## config.mk

```make
export PLATFORM = sky130hd
export DESIGN_NAME = cbe_front
export DESIGN_NICKNAME = d
export VERILOG_FILES = /design/src/cbe_pkg.sv /design/src/cbe_front.sv
export SDC_FILE = /design/constraint.sdc
export NUM_CORES = 1
export LEC_CHECK = 0
export ABC_AREA = 1
export BUFFER_PORTS_ARGS = -buffer_cell sky130_fd_sc_hd__buf_2
export CAP_MARGIN = 20
export CORE_AREA = 2 2 159 161
export DETAILED_ROUTE_END_ITERATION = 16
export DIE_AREA = 0 0 161 163
export PLACE_DENSITY_LB_ADDON = 0.1
export SLEW_MARGIN = 25
export SYNTH_ARGS = -nofsm -noshare
export SYNTH_HDL_FRONTEND = slang
export SYNTH_SLANG_ARGS = --single-unit
```

## constraint.sdc

```tcl
create_clock -name clock -period 1.5 [get_ports clock]
set_clock_uncertainty 0.15 [all_clocks]
set_input_delay 0.225 -clock clock [delete_from_list [all_inputs] [get_ports clock]]
set_output_delay 0.225 -clock clock [all_outputs]
set_load 0.1 [all_outputs]
```

## src/cbe_pkg.sv

```systemverilog
`timescale 1ns / 1ps
`default_nettype none
package cbe_pkg;

   // channel format: signed fixed point, three integer bits
   localparam int CHAN_BITS = 16;
   localparam int FRAC_BITS = CHAN_BITS - 3;
   localparam int WIDE_BITS = 2 * CHAN_BITS + 2;
   localparam int KON_BITS  = 16;
   localparam int CSR_DATA_BITS = 64;
   localparam int CSR_INDEX_BITS = 3;
   localparam int LANES = 4;

   typedef logic signed [CHAN_BITS-1:0]   chan_type;
   typedef logic signed [WIDE_BITS-1:0]   wide_type;
   typedef logic signed [2*CHAN_BITS-1:0] prod_type;

   localparam chan_type FIX_ONE = chan_type'(1 << FRAC_BITS);
   localparam chan_type FIX_MAX = {1'b0, {(CHAN_BITS-1){1'b1}}};
   localparam chan_type FIX_MIN = {1'b1, {(CHAN_BITS-1){1'b0}}};
   localparam wide_type FIX_ONE_W = wide_type'(FIX_ONE);
   localparam wide_type FIX_MAX_W = wide_type'(FIX_MAX);
   localparam wide_type FIX_MIN_W = wide_type'(FIX_MIN);
   localparam wide_type FIX_HALF_W = wide_type'(1 << (FRAC_BITS - 1));

   // blend function codes
   localparam logic [2:0] FN_ADD  = 3'd0;
   localparam logic [2:0] FN_SUB  = 3'd1;
   localparam logic [2:0] FN_RSUB = 3'd2;
   localparam logic [2:0] FN_MIN  = 3'd3;
   localparam logic [2:0] FN_MAX  = 3'd4;

   // base factor codes, bit 4 inverts
   localparam int         FCT_INV_BIT   = 4;
   localparam logic [3:0] FCT_ONE       = 4'd1;
   localparam logic [3:0] FCT_SRC       = 4'd2;
   localparam logic [3:0] FCT_SRC_A     = 4'd3;
   localparam logic [3:0] FCT_DST_A     = 4'd4;
   localparam logic [3:0] FCT_DST       = 4'd5;
   localparam logic [3:0] FCT_ALPHA_SAT = 4'd6;
   localparam logic [3:0] FCT_CONST     = 4'd7;
   localparam logic [3:0] FCT_CONST_A   = 4'd8;
   localparam logic [3:0] FCT_SRC1      = 4'd9;
   localparam logic [3:0] FCT_SRC1_A    = 4'd10;

   // target format kinds
   localparam logic [1:0] FMT_UNORM = 2'd1;
   localparam logic [1:0] FMT_SNORM = 2'd2;

   // register indexes
   localparam logic [CSR_INDEX_BITS-1:0] CSR_FUNCS     = 3'd0;
   localparam logic [CSR_INDEX_BITS-1:0] CSR_RGB_SRC   = 3'd1;
   localparam logic [CSR_INDEX_BITS-1:0] CSR_RGB_DST   = 3'd2;
   localparam logic [CSR_INDEX_BITS-1:0] CSR_ALPHA_SRC = 3'd3;
   localparam logic [CSR_INDEX_BITS-1:0] CSR_ALPHA_DST = 3'd4;
   localparam logic [CSR_INDEX_BITS-1:0] CSR_CONSTANT  = 3'd5;
   localparam logic [CSR_INDEX_BITS-1:0] CSR_FORMAT    = 3'd6;
   localparam logic [CSR_INDEX_BITS-1:0] CSR_DST_CHANS = 3'd7;

   typedef struct packed {
      logic [5:0]  blend_functions;
      logic [4:0]  color_src_sel;
      logic [4:0]  color_dst_sel;
      logic [4:0]  alpha_src_sel;
      logic [4:0]  alpha_dst_sel;
      logic [CSR_DATA_BITS-1:0] blend_constant;
      logic [1:0]  format_class;
      logic [2:0]  dst_channels;
   } cfg_type;

   typedef struct packed {
      logic [2:0] func;
      logic [4:0] src_code;
      logic [4:0] dst_code;
      logic       is_alpha;
   } lane_ctl_type;

   typedef struct packed {
      chan_type src_red;
      chan_type src_green;
      chan_type src_blue;
      chan_type src_alpha;
      chan_type dst_red;
      chan_type dst_green;
      chan_type dst_blue;
      chan_type dst_alpha;
   } req_type;

   typedef struct packed {
      chan_type out_red;
      chan_type out_green;
      chan_type out_blue;
      chan_type out_alpha;
   } rsp_type;

   function automatic wide_type widen(input chan_type v);
      return wide_type'(v);
   endfunction

   function automatic chan_type sat_chan(input wide_type v);
      chan_type r;
      if (v > FIX_MAX_W) begin
         r = FIX_MAX;
      end else if (v < FIX_MIN_W) begin
         r = FIX_MIN;
      end else begin
         r = v[CHAN_BITS-1:0];
      end
      return r;
   endfunction

endpackage
`default_nettype wire

```

## src/cbe_front.sv

```systemverilog
`timescale 1ns / 1ps
`default_nettype none
module cbe_front (
   input  wire logic          clock,
   input  wire cbe_pkg::cfg_type cfg,
   input  wire cbe_pkg::req_type req,
   output cbe_pkg::chan_type  src_ff [cbe_pkg::LANES],
   output cbe_pkg::chan_type  dst_ff [cbe_pkg::LANES],
   output cbe_pkg::chan_type  kon_ff [cbe_pkg::LANES]
);
   import cbe_pkg::*;

   chan_type src_in [LANES];
   chan_type dst_in [LANES];
   chan_type kon_in [LANES];
   chan_type kon_raw [LANES];
   chan_type src_raw [LANES];

   function automatic chan_type fmt_clamp(input chan_type v, input logic [1:0] fmt);
      chan_type r;
      r = v;
      if (fmt == FMT_UNORM) begin
         if (v < 0) r = '0;
         else if (v > FIX_ONE) r = FIX_ONE;
      end else if (fmt == FMT_SNORM) begin
         if (v < -FIX_ONE) r = -FIX_ONE;
         else if (v > FIX_ONE) r = FIX_ONE;
      end
      return r;
   endfunction

   assign src_raw[0] = req.src_red;
   assign src_raw[1] = req.src_green;
   assign src_raw[2] = req.src_blue;
   assign src_raw[3] = req.src_alpha;

   // constant fields are 16 bits, rescaled to the channel width
   for (genvar c = 0; c < LANES; c++) begin : g_kon
      logic signed [KON_BITS-1:0] field;
      assign field = cfg.blend_constant[KON_BITS*c +: KON_BITS];
      if (CHAN_BITS >= KON_BITS) begin : g_up
         assign kon_raw[c] = chan_type'(field) <<< (CHAN_BITS - KON_BITS);
      end else begin : g_down
         logic signed [KON_BITS-1:0] shifted;
         assign shifted = field >>> (KON_BITS - CHAN_BITS);
         assign kon_raw[c] = shifted[CHAN_BITS-1:0];
      end
   end

   always_comb begin
      for (int c = 0; c < LANES; c++) begin
         src_in[c] = fmt_clamp(src_raw[c], cfg.format_class);
         kon_in[c] = fmt_clamp(kon_raw[c], cfg.format_class);
      end
      // absent target channels: colour reads zero, alpha reads one
      dst_in[0] = req.dst_red;
      dst_in[1] = (cfg.dst_channels <= 3'd1) ? '0 : req.dst_green;
      dst_in[2] = (cfg.dst_channels <= 3'd2) ? '0 : req.dst_blue;
      dst_in[3] = (cfg.dst_channels < 3'd4) ? FIX_ONE : req.dst_alpha;
   end

   always_ff @(posedge clock) begin
      src_ff <= src_in;
      dst_ff <= dst_in;
      kon_ff <= kon_in;
   end

endmodule
`default_nettype wire

```

==> results.txt <==
* Number of enable flip-flop cells after synthesis: 0
* Post-CTS setup-driven buffer insertion count: 0
- For this design, the sink count on the clock tree is 192.
- Vias after detailed routing: 7,010
* IO buf count: 389
- In the finished design, the share of the clock period the worst path needs comes to 99.3%.
* Met2 capacity usage during global routing: 33.0%
- Clock input transition at the sequential cells of the worst setup and hold paths: 80 ps
- The via count of the first global-routing pass was 7,188.
* Post-DRT Antenna Nets: 0
- The worst path in the final design needs a cycle of 1490 ps, including I/O delays and setup.
- The final number of max-transition violations is 0.
- Data arrives at the worst endpoint at 1700 ps.
- Diodes inserted: 0
* Part of the power in registers: 35.7%
- Mapped Avg Cell Area: 8.81 um2
* Portion of total power attributed to the clock network: 30.0%
* Met3 routing resource usage after global routing: 5.70%
- P per Cell Area: 1230 mW/mm2
- Across the run, the number of max-cap violations was 0.
- Setup tns final: 0 ps
- Entering global routing, the biggest net connects 26 pins.
* Initial DRC Count: 172
- Synthesis instantiated 24 different standard cells from the library.
- Detailed-route DRC error count: 0
- Summed over all layers, the global routing overflow is 0.
* Number of warnings reported in the yosys synthesis log: 0
- IO Count: 416
- Portion of total power attributed to combinational logic: 34.3%
- In the global route stage, met1 resource usage came out at 19.4%.
- Die Span X: 161 um
- In this run the number of H-tree levels came out at 4.
- Library cell occupying the most area in the post-synthesis netlist: dfxtp_1
* Netlist area before placement: 0.00691 mm2
- Global-route wire length before repair: 37.1 mm
- Root cell of the clock tree: clkbuf_16
- Final setup violation count: 0
* Total GRT Usage: 17.9%
- Most area-consuming cells after synthesis: dfxtp_1 56%, nor2_1 11%, nand3_2 5.8%
* Global placement routability congestion: 0.779
- The worst pin sits at a relative slew slack of 77.2%.
- Internal Dissipation: 9360 uW
* Die outline height: 163 um
- Average wire per standard cell: 14.8 um
* Leak: 0.00645 uW
- The die covers 0.0262 mm2.
- Core area: 0.0247 mm2
- Area growth, synth to finish: 85.5%
* Switching portion of total power: 40.6%
* Required time worst endpoint: 1710 ps
* Most utilized layer in the global route result: met2
- The analysis attributes to net switching a power of 6390 uW.
* Hold path startpoint: cfg[61]
- Largest voltage drop on the vdd net: 0.000733 V
* Count of TritonRoute iterations in the first routing pass: 4
* Final cell area excluding filler cells: 0.0128 mm2
- Hold timing on the final database bottoms out at a slack of 18.5 ps.
* Run status: finished, final reports clean
* Number of non-filler instances in the completed layout: 1,661
- After detailed placement, the total cell area comes to 0.00942 mm2.
- Vias per cell: 4.22
- Drt total wl: 24.5 mm
- The number of antenna violations at the first check in global routing was 0.
- Once the floorplan was initialized, standard cells occupied 28.0% of the core.
- Counting every net in the synthesized netlist gives 1,009.
- Counting tap cells, the placed design contains a total of 1,494 instances.
- Type of the worst setup path: in2reg
- The cell count after synthesis came out at 785.
* Critical Path Sink Type: flip-flop
* Largest fanout on the critical path: 7
- For this run, asynchronously set or reset flops after synthesis account for 0%.
- Buffers inserted during clock tree synthesis total 17.
- The most critical setup path has its startpoint at cfg[8].
- After synthesis, the largest area contributor takes up 55.6% of total cell area.
- In this run the core area contains 58 standard-cell rows.
* Fraction of layout cells with a size suffix above 1: 41.2%
- For this run, the top clock speed supported by timing is 0.671 GHz.
- In this run the worst hold path is classified as in2reg.
- Synthesis inferred 192 register bits.
- Startpoint type of the worst setup path: primary input
- The longest clock path from root to sink contains 2 buffers.
- TritonCTS clock tree: built
* DP Wirelength: 16.7 mm
- The final number of hold-violating endpoints was 0.
- The net count of the finished layout is 1,542.
- At the pin with the least slew margin, the transition time is 342 ps.
* Sequential cell area fraction in the yosys report: 55.6%
* Top_reg_cell synth: dfxtp_1
metrics by stage:
step,power [uW],setup WS [ps],utilization (%)
after floorplan,9350,216,-
after global placement,10400,48.0,38.2
after CTS,15800,11.0,50.5
after detailed placement,10400,14.9,38.2
final,15800,10.4,52.0
after global routing,16400,-28.6,52.0
path summary, 6_finish.rpt:
| check | end | slack, ps | cells after the start |
|---|---|---|---|
| worst max-delay path | kon_ff[54] | 10 | 9 |
| worst min-delay path | kon_ff[8] | 20 | 3 |
layer usage:
layer,up-vias,part of all wire [%]
met3,22,7.8
met5,-,0
met4,0,1.8
li1,3543,-
met1,3200,39
met2,245,52
Yosys cell counts (5+ instances only):
cell,instances
a21oi_1,19
a21oi_2,5
buf_2,5
buf_4,9
buf_6,19
dfxtp_1,192
inv_1,65
nand2_1,88
nand2_2,10
nand2_4,5
nand3_1,75
nand3_2,40
nand3_4,5
nand4_1,8
nor2_1,205
nor2_2,20
o21ai_0,8
timing repair:
action                                  4_1_cts  5_1_grt
gates resized for setup                     184      155
hold endpoints to repair                    192        0
hold buffers                                198        0
pin swaps                                     0       88
endpoints found under the setup margin      183      113
cloned                                        0       11
registers in the layout (all words and copies together), names as in the netlist:
name and cells:
dst_ff 64, kon_ff 64, src_ff 64
critical path, cell delays in order:
cell and delay, ps:
dlygate4sd3_1 540, buf_2 140, nor2_1 90, nand2_1 70, nor2_2 130, nand2_4 100
nand3_4 190, nand3_4 90, nor2_4 110
power groups by stage:
stage | Combinational, uW | Sequential [uW] | Clock (uW)
detailed placement | 4650 | 5720 | 0
global route | 5620 | 5670 | 5100
global placement | 4650 | 5720 | 0
CTS | 5300 | 5630 | 4870
floorplan | 662 | 8690 | 0
finish | 5400 | 5630 | 4720
logic make-up (layout without fill, tap and decap cells):
kind of cell           after synthesis  in the layout  synth area share (%)
AOI/OAI and AO/OA                   33             33                  2.77
and+or+nand+nor                    458            466                  33.1
DFF                                192            192                  55.6
buffers and inverters              102            640                  8.52
cell usage in the layout, fill, tap and decap left out, drive strengths merged, types with 8 or more instances in the layout:
master	count
dlymetal6s4s	29
clkbuf	20
buf	340
dfxtp	192
nor2	226
dlygate4sd3	169
a21oi	24
nand4	8
o21ai	8
nand2	107
nand3	125
inv	76
cell type report:
| cell class | instances | area (um2) |
|---|---|---|
| Clock inverter | 15 | 184 |
| Tap cell | 330 | 413 |
| Inverter | 67 | 259 |
| Clock buffer | 17 | 425 |
| Sequential cell | 192 | 3840 |
| Multi-Input combinational cell | 499 | 3030 |
| Timing Repair Buffer | 541 | 4670 |
| Fill cell | 2316 | 11900 |
(Power assumes the default switching activity.)
