**src/cbe_pkg.sv**
```systemverilog
`timescale 1ns / 1ps
`default_nettype none
package cbe_pkg;

   // channel format: signed fixed point, three integer bits
   localparam int CHAN_BITS = 16;
   localparam int FRAC_BITS = CHAN_BITS - 3;
   localparam int WIDE_BITS = 2 * CHAN_BITS + 2;
   localparam int KON_BITS  = 16;
   localparam int CSR_DATA_BITS = 64;
   localparam int CSR_INDEX_BITS = 3;
   localparam int LANES = 4;

   typedef logic signed [CHAN_BITS-1:0]   chan_type;
   typedef logic signed [WIDE_BITS-1:0]   wide_type;
   typedef logic signed [2*CHAN_BITS-1:0] prod_type;

   localparam chan_type FIX_ONE = chan_type'(1 << FRAC_BITS);
   localparam chan_type FIX_MAX = {1'b0, {(CHAN_BITS-1){1'b1}}};
   localparam chan_type FIX_MIN = {1'b1, {(CHAN_BITS-1){1'b0}}};
   localparam wide_type FIX_ONE_W = wide_type'(FIX_ONE);
   localparam wide_type FIX_MAX_W = wide_type'(FIX_MAX);
   localparam wide_type FIX_MIN_W = wide_type'(FIX_MIN);
   localparam wide_type FIX_HALF_W = wide_type'(1 << (FRAC_BITS - 1));

   // blend function codes
   localparam logic [2:0] FN_ADD  = 3'd0;
   localparam logic [2:0] FN_SUB  = 3'd1;
   localparam logic [2:0] FN_RSUB = 3'd2;
   localparam logic [2:0] FN_MIN  = 3'd3;
   localparam logic [2:0] FN_MAX  = 3'd4;

   // base factor codes, bit 4 inverts
   localparam int         FCT_INV_BIT   = 4;
   localparam logic [3:0] FCT_ONE       = 4'd1;
   localparam logic [3:0] FCT_SRC       = 4'd2;
   localparam logic [3:0] FCT_SRC_A     = 4'd3;
   localparam logic [3:0] FCT_DST_A     = 4'd4;
   localparam logic [3:0] FCT_DST       = 4'd5;
   localparam logic [3:0] FCT_ALPHA_SAT = 4'd6;
   localparam logic [3:0] FCT_CONST     = 4'd7;
   localparam logic [3:0] FCT_CONST_A   = 4'd8;
   localparam logic [3:0] FCT_SRC1      = 4'd9;
   localparam logic [3:0] FCT_SRC1_A    = 4'd10;

   // target format kinds
   localparam logic [1:0] FMT_UNORM = 2'd1;
   localparam logic [1:0] FMT_SNORM = 2'd2;

   // register indexes
   localparam logic [CSR_INDEX_BITS-1:0] CSR_FUNCS     = 3'd0;
   localparam logic [CSR_INDEX_BITS-1:0] CSR_RGB_SRC   = 3'd1;
   localparam logic [CSR_INDEX_BITS-1:0] CSR_RGB_DST   = 3'd2;
   localparam logic [CSR_INDEX_BITS-1:0] CSR_ALPHA_SRC = 3'd3;
   localparam logic [CSR_INDEX_BITS-1:0] CSR_ALPHA_DST = 3'd4;
   localparam logic [CSR_INDEX_BITS-1:0] CSR_CONSTANT  = 3'd5;
   localparam logic [CSR_INDEX_BITS-1:0] CSR_FORMAT    = 3'd6;
   localparam logic [CSR_INDEX_BITS-1:0] CSR_DST_CHANS = 3'd7;

   typedef struct packed {
      logic [5:0]  blend_functions;
      logic [4:0]  color_src_sel;
      logic [4:0]  color_dst_sel;
      logic [4:0]  alpha_src_sel;
      logic [4:0]  alpha_dst_sel;
      logic [CSR_DATA_BITS-1:0] blend_constant;
      logic [1:0]  format_class;
      logic [2:0]  dst_channels;
   } cfg_type;

   typedef struct packed {
      logic [2:0] func;
      logic [4:0] src_code;
      logic [4:0] dst_code;
      logic       is_alpha;
   } lane_ctl_type;

   typedef struct packed {
      chan_type src_red;
      chan_type src_green;
      chan_type src_blue;
      chan_type src_alpha;
      chan_type dst_red;
      chan_type dst_green;
      chan_type dst_blue;
      chan_type dst_alpha;
   } req_type;

   typedef struct packed {
      chan_type out_red;
      chan_type out_green;
      chan_type out_blue;
      chan_type out_alpha;
   } rsp_type;

   function automatic wide_type widen(input chan_type v);
      return wide_type'(v);
   endfunction

   function automatic chan_type sat_chan(input wide_type v);
      chan_type r;
      if (v > FIX_MAX_W) begin
         r = FIX_MAX;
      end else if (v < FIX_MIN_W) begin
         r = FIX_MIN;
      end else begin
         r = v[CHAN_BITS-1:0];
      end
      return r;
   endfunction

endpackage
`default_nettype wire

```
**src/cbe_lane.sv**
```systemverilog
`timescale 1ns / 1ps
`default_nettype none
module cbe_lane (
   input  wire logic                  clock,
   input  wire cbe_pkg::lane_ctl_type ctl,
   input  wire cbe_pkg::chan_type     src_own,
   input  wire cbe_pkg::chan_type     src_alpha,
   input  wire cbe_pkg::chan_type     dst_own,
   input  wire cbe_pkg::chan_type     dst_alpha,
   input  wire cbe_pkg::chan_type     kon_own,
   input  wire cbe_pkg::chan_type     kon_alpha,
   output cbe_pkg::chan_type          res_ff
);
   import cbe_pkg::*;

   chan_type a2_ff, b2_ff, sf2_ff, df2_ff;
   chan_type a2_in, b2_in, sf2_in, df2_in;
   chan_type a3_ff, b3_ff;
   prod_type pa3_ff, pb3_ff;
   prod_type pa3_in, pb3_in;
   wide_type ra_w, rb_w, comb_w;
   chan_type ra, rb, x, y;
   chan_type res_in;

   function automatic chan_type pick_factor(
      input logic [4:0] code,
      input logic       is_alpha,
      input chan_type   s_own,
      input chan_type   s_a,
      input chan_type   d_own,
      input chan_type   d_a,
      input chan_type   k_own,
      input chan_type   k_a
   );
      chan_type base;
      chan_type one_minus_da;
      one_minus_da = sat_chan(FIX_ONE_W - widen(d_a));
      case (code[3:0]) inside
         FCT_ONE:       base = FIX_ONE;
         FCT_SRC:       base = s_own;
         FCT_SRC_A:     base = s_a;
         FCT_DST_A:     base = d_a;
         FCT_DST:       base = d_own;
         FCT_ALPHA_SAT: begin
            if (is_alpha) base = FIX_ONE;
            else base = (s_a < one_minus_da) ? s_a : one_minus_da;
         end
         FCT_CONST:     base = k_own;
         FCT_CONST_A:   base = k_a;
         // second-source factors are not present
         FCT_SRC1, FCT_SRC1_A: base = '0;
         default:       base = FIX_ONE;
      endcase
      if (code[FCT_INV_BIT]) begin
         base = sat_chan(FIX_ONE_W - widen(base));
      end
      return base;
   endfunction

   // factor selection
   always_comb begin
      a2_in  = src_own;
      b2_in  = dst_own;
      sf2_in = pick_factor(ctl.src_code, ctl.is_alpha, src_own, src_alpha,
                           dst_own, dst_alpha, kon_own, kon_alpha);
      df2_in = pick_factor(ctl.dst_code, ctl.is_alpha, src_own, src_alpha,
                           dst_own, dst_alpha, kon_own, kon_alpha);
   end

   always_ff @(posedge clock) begin
      a2_ff  <= a2_in;
      b2_ff  <= b2_in;
      sf2_ff <= sf2_in;
      df2_ff <= df2_in;
   end

   // scaling products
   assign pa3_in = a2_ff * sf2_ff;
   assign pb3_in = b2_ff * df2_ff;

   always_ff @(posedge clock) begin
      pa3_ff <= pa3_in;
      pb3_ff <= pb3_in;
      a3_ff  <= a2_ff;
      b3_ff  <= b2_ff;
   end

   // round half up, saturate, then the blend function (min and max use the unscaled operands)
   always_comb begin
      ra_w = (wide_type'(pa3_ff) + FIX_HALF_W) >>> FRAC_BITS;
      rb_w = (wide_type'(pb3_ff) + FIX_HALF_W) >>> FRAC_BITS;
      ra   = sat_chan(ra_w);
      rb   = sat_chan(rb_w);
      if (ctl.func < FN_MIN) begin
         x = ra;
         y = rb;
      end else begin
         x = a3_ff;
         y = b3_ff;
      end
      case (ctl.func)
         FN_ADD:  comb_w = widen(x) + widen(y);
         FN_SUB:  comb_w = widen(x) - widen(y);
         FN_RSUB: comb_w = widen(y) - widen(x);
         FN_MIN:  comb_w = (x < y) ? widen(x) : widen(y);
         FN_MAX:  comb_w = (x > y) ? widen(x) : widen(y);
         default: comb_w = widen(x) + widen(y);
      endcase
      res_in = sat_chan(comb_w);
   end

   always_ff @(posedge clock) begin
      res_ff <= res_in;
   end

endmodule
`default_nettype wire

```
**config.mk**
```make
export PLATFORM = sky130hd
export DESIGN_NAME = cbe_lane
export DESIGN_NICKNAME = d
export VERILOG_FILES = /design/src/cbe_pkg.sv /design/src/cbe_lane.sv
export SDC_FILE = /design/constraint.sdc
export NUM_CORES = 2
export LEC_CHECK = 0
export BUFFER_PORTS_ARGS = -buffer_cell sky130_fd_sc_hd__buf_4
export CELL_PAD_IN_SITES_DETAIL_PLACEMENT = 1
export CELL_PAD_IN_SITES_GLOBAL_PLACEMENT = 1
export CORE_ASPECT_RATIO = 0.9
export CORE_MARGIN = 3
export CORE_UTILIZATION = 40
export DETAILED_ROUTE_END_ITERATION = 10
export PLACE_DENSITY_LB_ADDON = 0.1
export SLEW_MARGIN = 20
export SYNTH_ARGS = -nofsm -noshare
export SYNTH_HDL_FRONTEND = slang
export SYNTH_SLANG_ARGS = --single-unit
```
**constraint.sdc**
```tcl
create_clock -name clock -period 9.4 [get_ports clock]
set_input_delay 0.47 -clock clock [delete_from_list [all_inputs] [get_ports clock]]
set_output_delay 0.47 -clock clock [all_outputs]
set_load 0.005 [all_outputs]
```
==> results by group <==
Route
  • DRC viols: 0
  • Via count: 25200
  • DR pass1 iterations: 6
  • DRT iter0 DRCs: between 1500 and 2000
  • DR WL/cell: 22.8 um
  • DR vias/cell: ~5.6
  • DRT antenna net count: 0
  • Routed WL: roughly 100000 um

Layout
  • Final net count: 4399
  • Fraction of layout cells with a size suffix above 1: 7.10%
  • Most common cell after layout, fill and taps aside: inv_1
  • Area Overhead vs Synth: 8.29%
  • Most frequent cells in the layout: inv_1 (615), fa_1 (524), nand2_1 (412)

Worst setup path
  • Bufs and invs on worst path: 3
  • CP peak stage delay: 720 ps
  • Critical path cell sequence: nand2_1 > fa_1 > inv_1 > fa_1 > inv_1 > fa_1 > fa_1 > inv_1 > fa_1 > fa_1 > ha_1 > or4_1 > a21oi_1 > o21ai_0 > a41oi_1 > o21ai_0 > o41a_1 > a41o_1 > o211a_1 > o31a_1 > o21ai_0 > a21oi_1 > a21oi_1 > xnor2_1
  • Crit path capture type: flop
  • Critical path peak fanout: 17
  • Cell family with most CP delay: adder cells
  • Startpoint class of the critical path: flop
  • Slowest CP cell: dfxtp_1
  • Most used cell, CP: fa_1
  • CP arrival: 8490 ps
  • Critical path type: reg2reg
  • Required @ worst endpoint: 9820 ps

Yosys
  • Synth area leaders: fa_1 (35%), dfxtp_1 (10%), ha_1 (8.9%)
  • Synthesized area: around 0.03 mm2
  • Top-area cell type share of the netlist area: 34.9%
  • EDFF count, synth: 0
  • Mapped Cells: 3502
  • Synth Warn #: 0
  • Yosys cell types: 94
  • Mapped Nets: 4351
  • Synth Area per Inst: 8.58 um2
  • Synth Flop Type: dfxtp_1
  • Synth area leader: fa_1
  • Post-synthesis sequential area ratio: 10.1%
  • #FFs+latches synth: 152
  • FFs w/ async S/R, synth: 0%

GRT
  • Largest net degree at the start of global routing: 27
  • Total GRT Usage: a little over a quarter
  • Global route overflow: 0
  • Initial antenna violation count: 5
  • Vias in the first global route: 28100
  • First-pass GRT wire length: 164000 um

Die
  • Initial Util: 40.7%
  • Core ar.: 0.0737 mm2
  • Std-Cell Rows: 94
  • IO Count: 127
  • Chip Width: 295 um
  • Chip height: 266 um
  • Die area: 0.0784 mm2

Timing
  • Period utilization: a little under nine tenths
  • Clock Skews: approximately 19 ps
  • Final Max Tran Viols: 0
  • Max Fclk: 124 MHz
  • Final setup vio count: 0
  • Setup TNS: 0 ps
  • Fin. Hold Viols: 0
  • Final critical-path required period: 8070 ps
  • RSZ-0062 raised after global routing: false
  • Worst-margin pin slew: 1130 ps
  • Max_slew headroom: between 20% and 30%

Clock network
  • Max Root-Sink Buffers: 2
  • # H-tree levels: 4
  • # Post-CTS Setup Buffers: 0
  • Clock Sinks: 152
  • CTS Root Cell: clkbuf_16
  • Cts hold-fix bufs: 0
  • Worst skew pair latency: 490 ps
  • Clk slew on worst S/H paths: 80 ps
  • CTS tree: built
  • CTS resizes: 0
  • Num CTS Buffers: 17

Status
  • Status: finished, final reports clean

Placed design
  • Port Buffers: 126
  • RePlAce Congestion: 0.965
  • Hpwl dp: 84800 um

Run
  • Max Cap Viol: 0

Worst hold path
  • Min-Delay Path Class: in2reg
## registers in the layout, summed over array words and instances (netlist names)
name / count
pa3_ff: 20
pb3_ff: 20
a2_ff: 16
a3_ff: 16
b2_ff: 16
b3_ff: 16
df2_ff: 16
res_ff: 16
sf2_ff: 16
## through the flow
step	instances	worst slack (ps)	area (um2)	hold WS, ps	utilization [%]
2_1_floorplan	3502	2280	30000	377	-
3_3_place_gp	4491	1330	32000	471	43.3
3_5_place_dp	4491	1290	32000	478	43.3
4_1_cts	4523	1320	32500	65.2	44.1
5_1_grt	4523	822	32500	85.4	44.1
6_report	4524	1330	32500	108	44.1
## worst reg2reg max path, stage by stage, from the launching register on
cell and delay, ps:
dfxtp_1 720, nand2_1 190, fa_1 580, inv_1 70, fa_1 530, inv_1 50, fa_1 490, fa_1 550
inv_1 50, fa_1 500, fa_1 490, ha_1 210, or4_1 470, a21oi_1 120, o21ai_0 170, a41oi_1 520
o21ai_0 280, o41a_1 440, a41o_1 330, o211a_1 270, o31a_1 270, o21ai_0 240, a21oi_1 150, a21oi_1 200
xnor2_1 140
## worst paths after layout
| path | startpoint | to | slack, ps | cells past startpoint |
|---|---|---|---|---|
| setup / recovery | b2_ff[10] | pb3_ff[31] | 1330 | 24 |
| hold / removal | dst_own[13] | b2_ff[13] | 110 | 1 |
| setup reg to reg | b2_ff[10] | pb3_ff[31] | 1330 | 24 |
| hold reg to reg | b2_ff[5] | b3_ff[5] | 480 | 0 |
## per-layer routing
metal / vias up / share of wire, % / GRT usage (%)
li1: 11400 / - / -
met1: 13000 / 45 / 36.8
met2: 683 / 47 / 45.4
met3: 157 / 4.6 / 3.23
met4: 2 / 3.0 / 8.21
met5: - / 0.012 / 0
## cell type report
type	instances	area (um2)
Tap cell	960	1200
Inverter	618	2320
Clock inverter	15	134
Sequential cell	152	3040
Fill cell	8726	41200
Timing Repair Buffer	170	1280
Antenna cell	1	2.50
Multi-Input combinational cell	2591	24100
Clock buffer	17	425
## synthesized netlist by cell type, types with 10 or more instances
library cell and instances:
clkbuf_1 126, mux2i_1 28, ha_1 214, or3_1 16
a22o_1 10, nand2b_1 56, a222oi_1 12, and2_1 201
o31ai_1 16, o21ai_0 87, dfxtp_1 152, a31oi_1 27
or4_1 10, o22ai_1 12, xnor2_1 90, a211oi_1 17
and3_1 23, inv_1 615, nand3_1 56, nand2_1 412
nor3_1 58, nand4_1 14, o21a_1 15, a22oi_1 29
nor2b_1 21, nor2_1 162, a21oi_1 175, xor2_1 39
a221oi_1 17, fa_1 524, o211ai_1 28, maj3_1 15
or2_2 15, a21o_1 29, nor4_1 12
## cell families after synthesis
group	synth area share (%)
AOI/OAI and AO/OA	12.6
xor gates and xnor gates	3.76
adders and majority gates	44.3
buffers and inverters	9.62
DFF	10.1
muxes	1.10
and+or+nand+nor	18.5
Power is left out: the tool's default activity adds up to more than one toggle a clock period on the data nets, which glitch-free logic cannot reach.
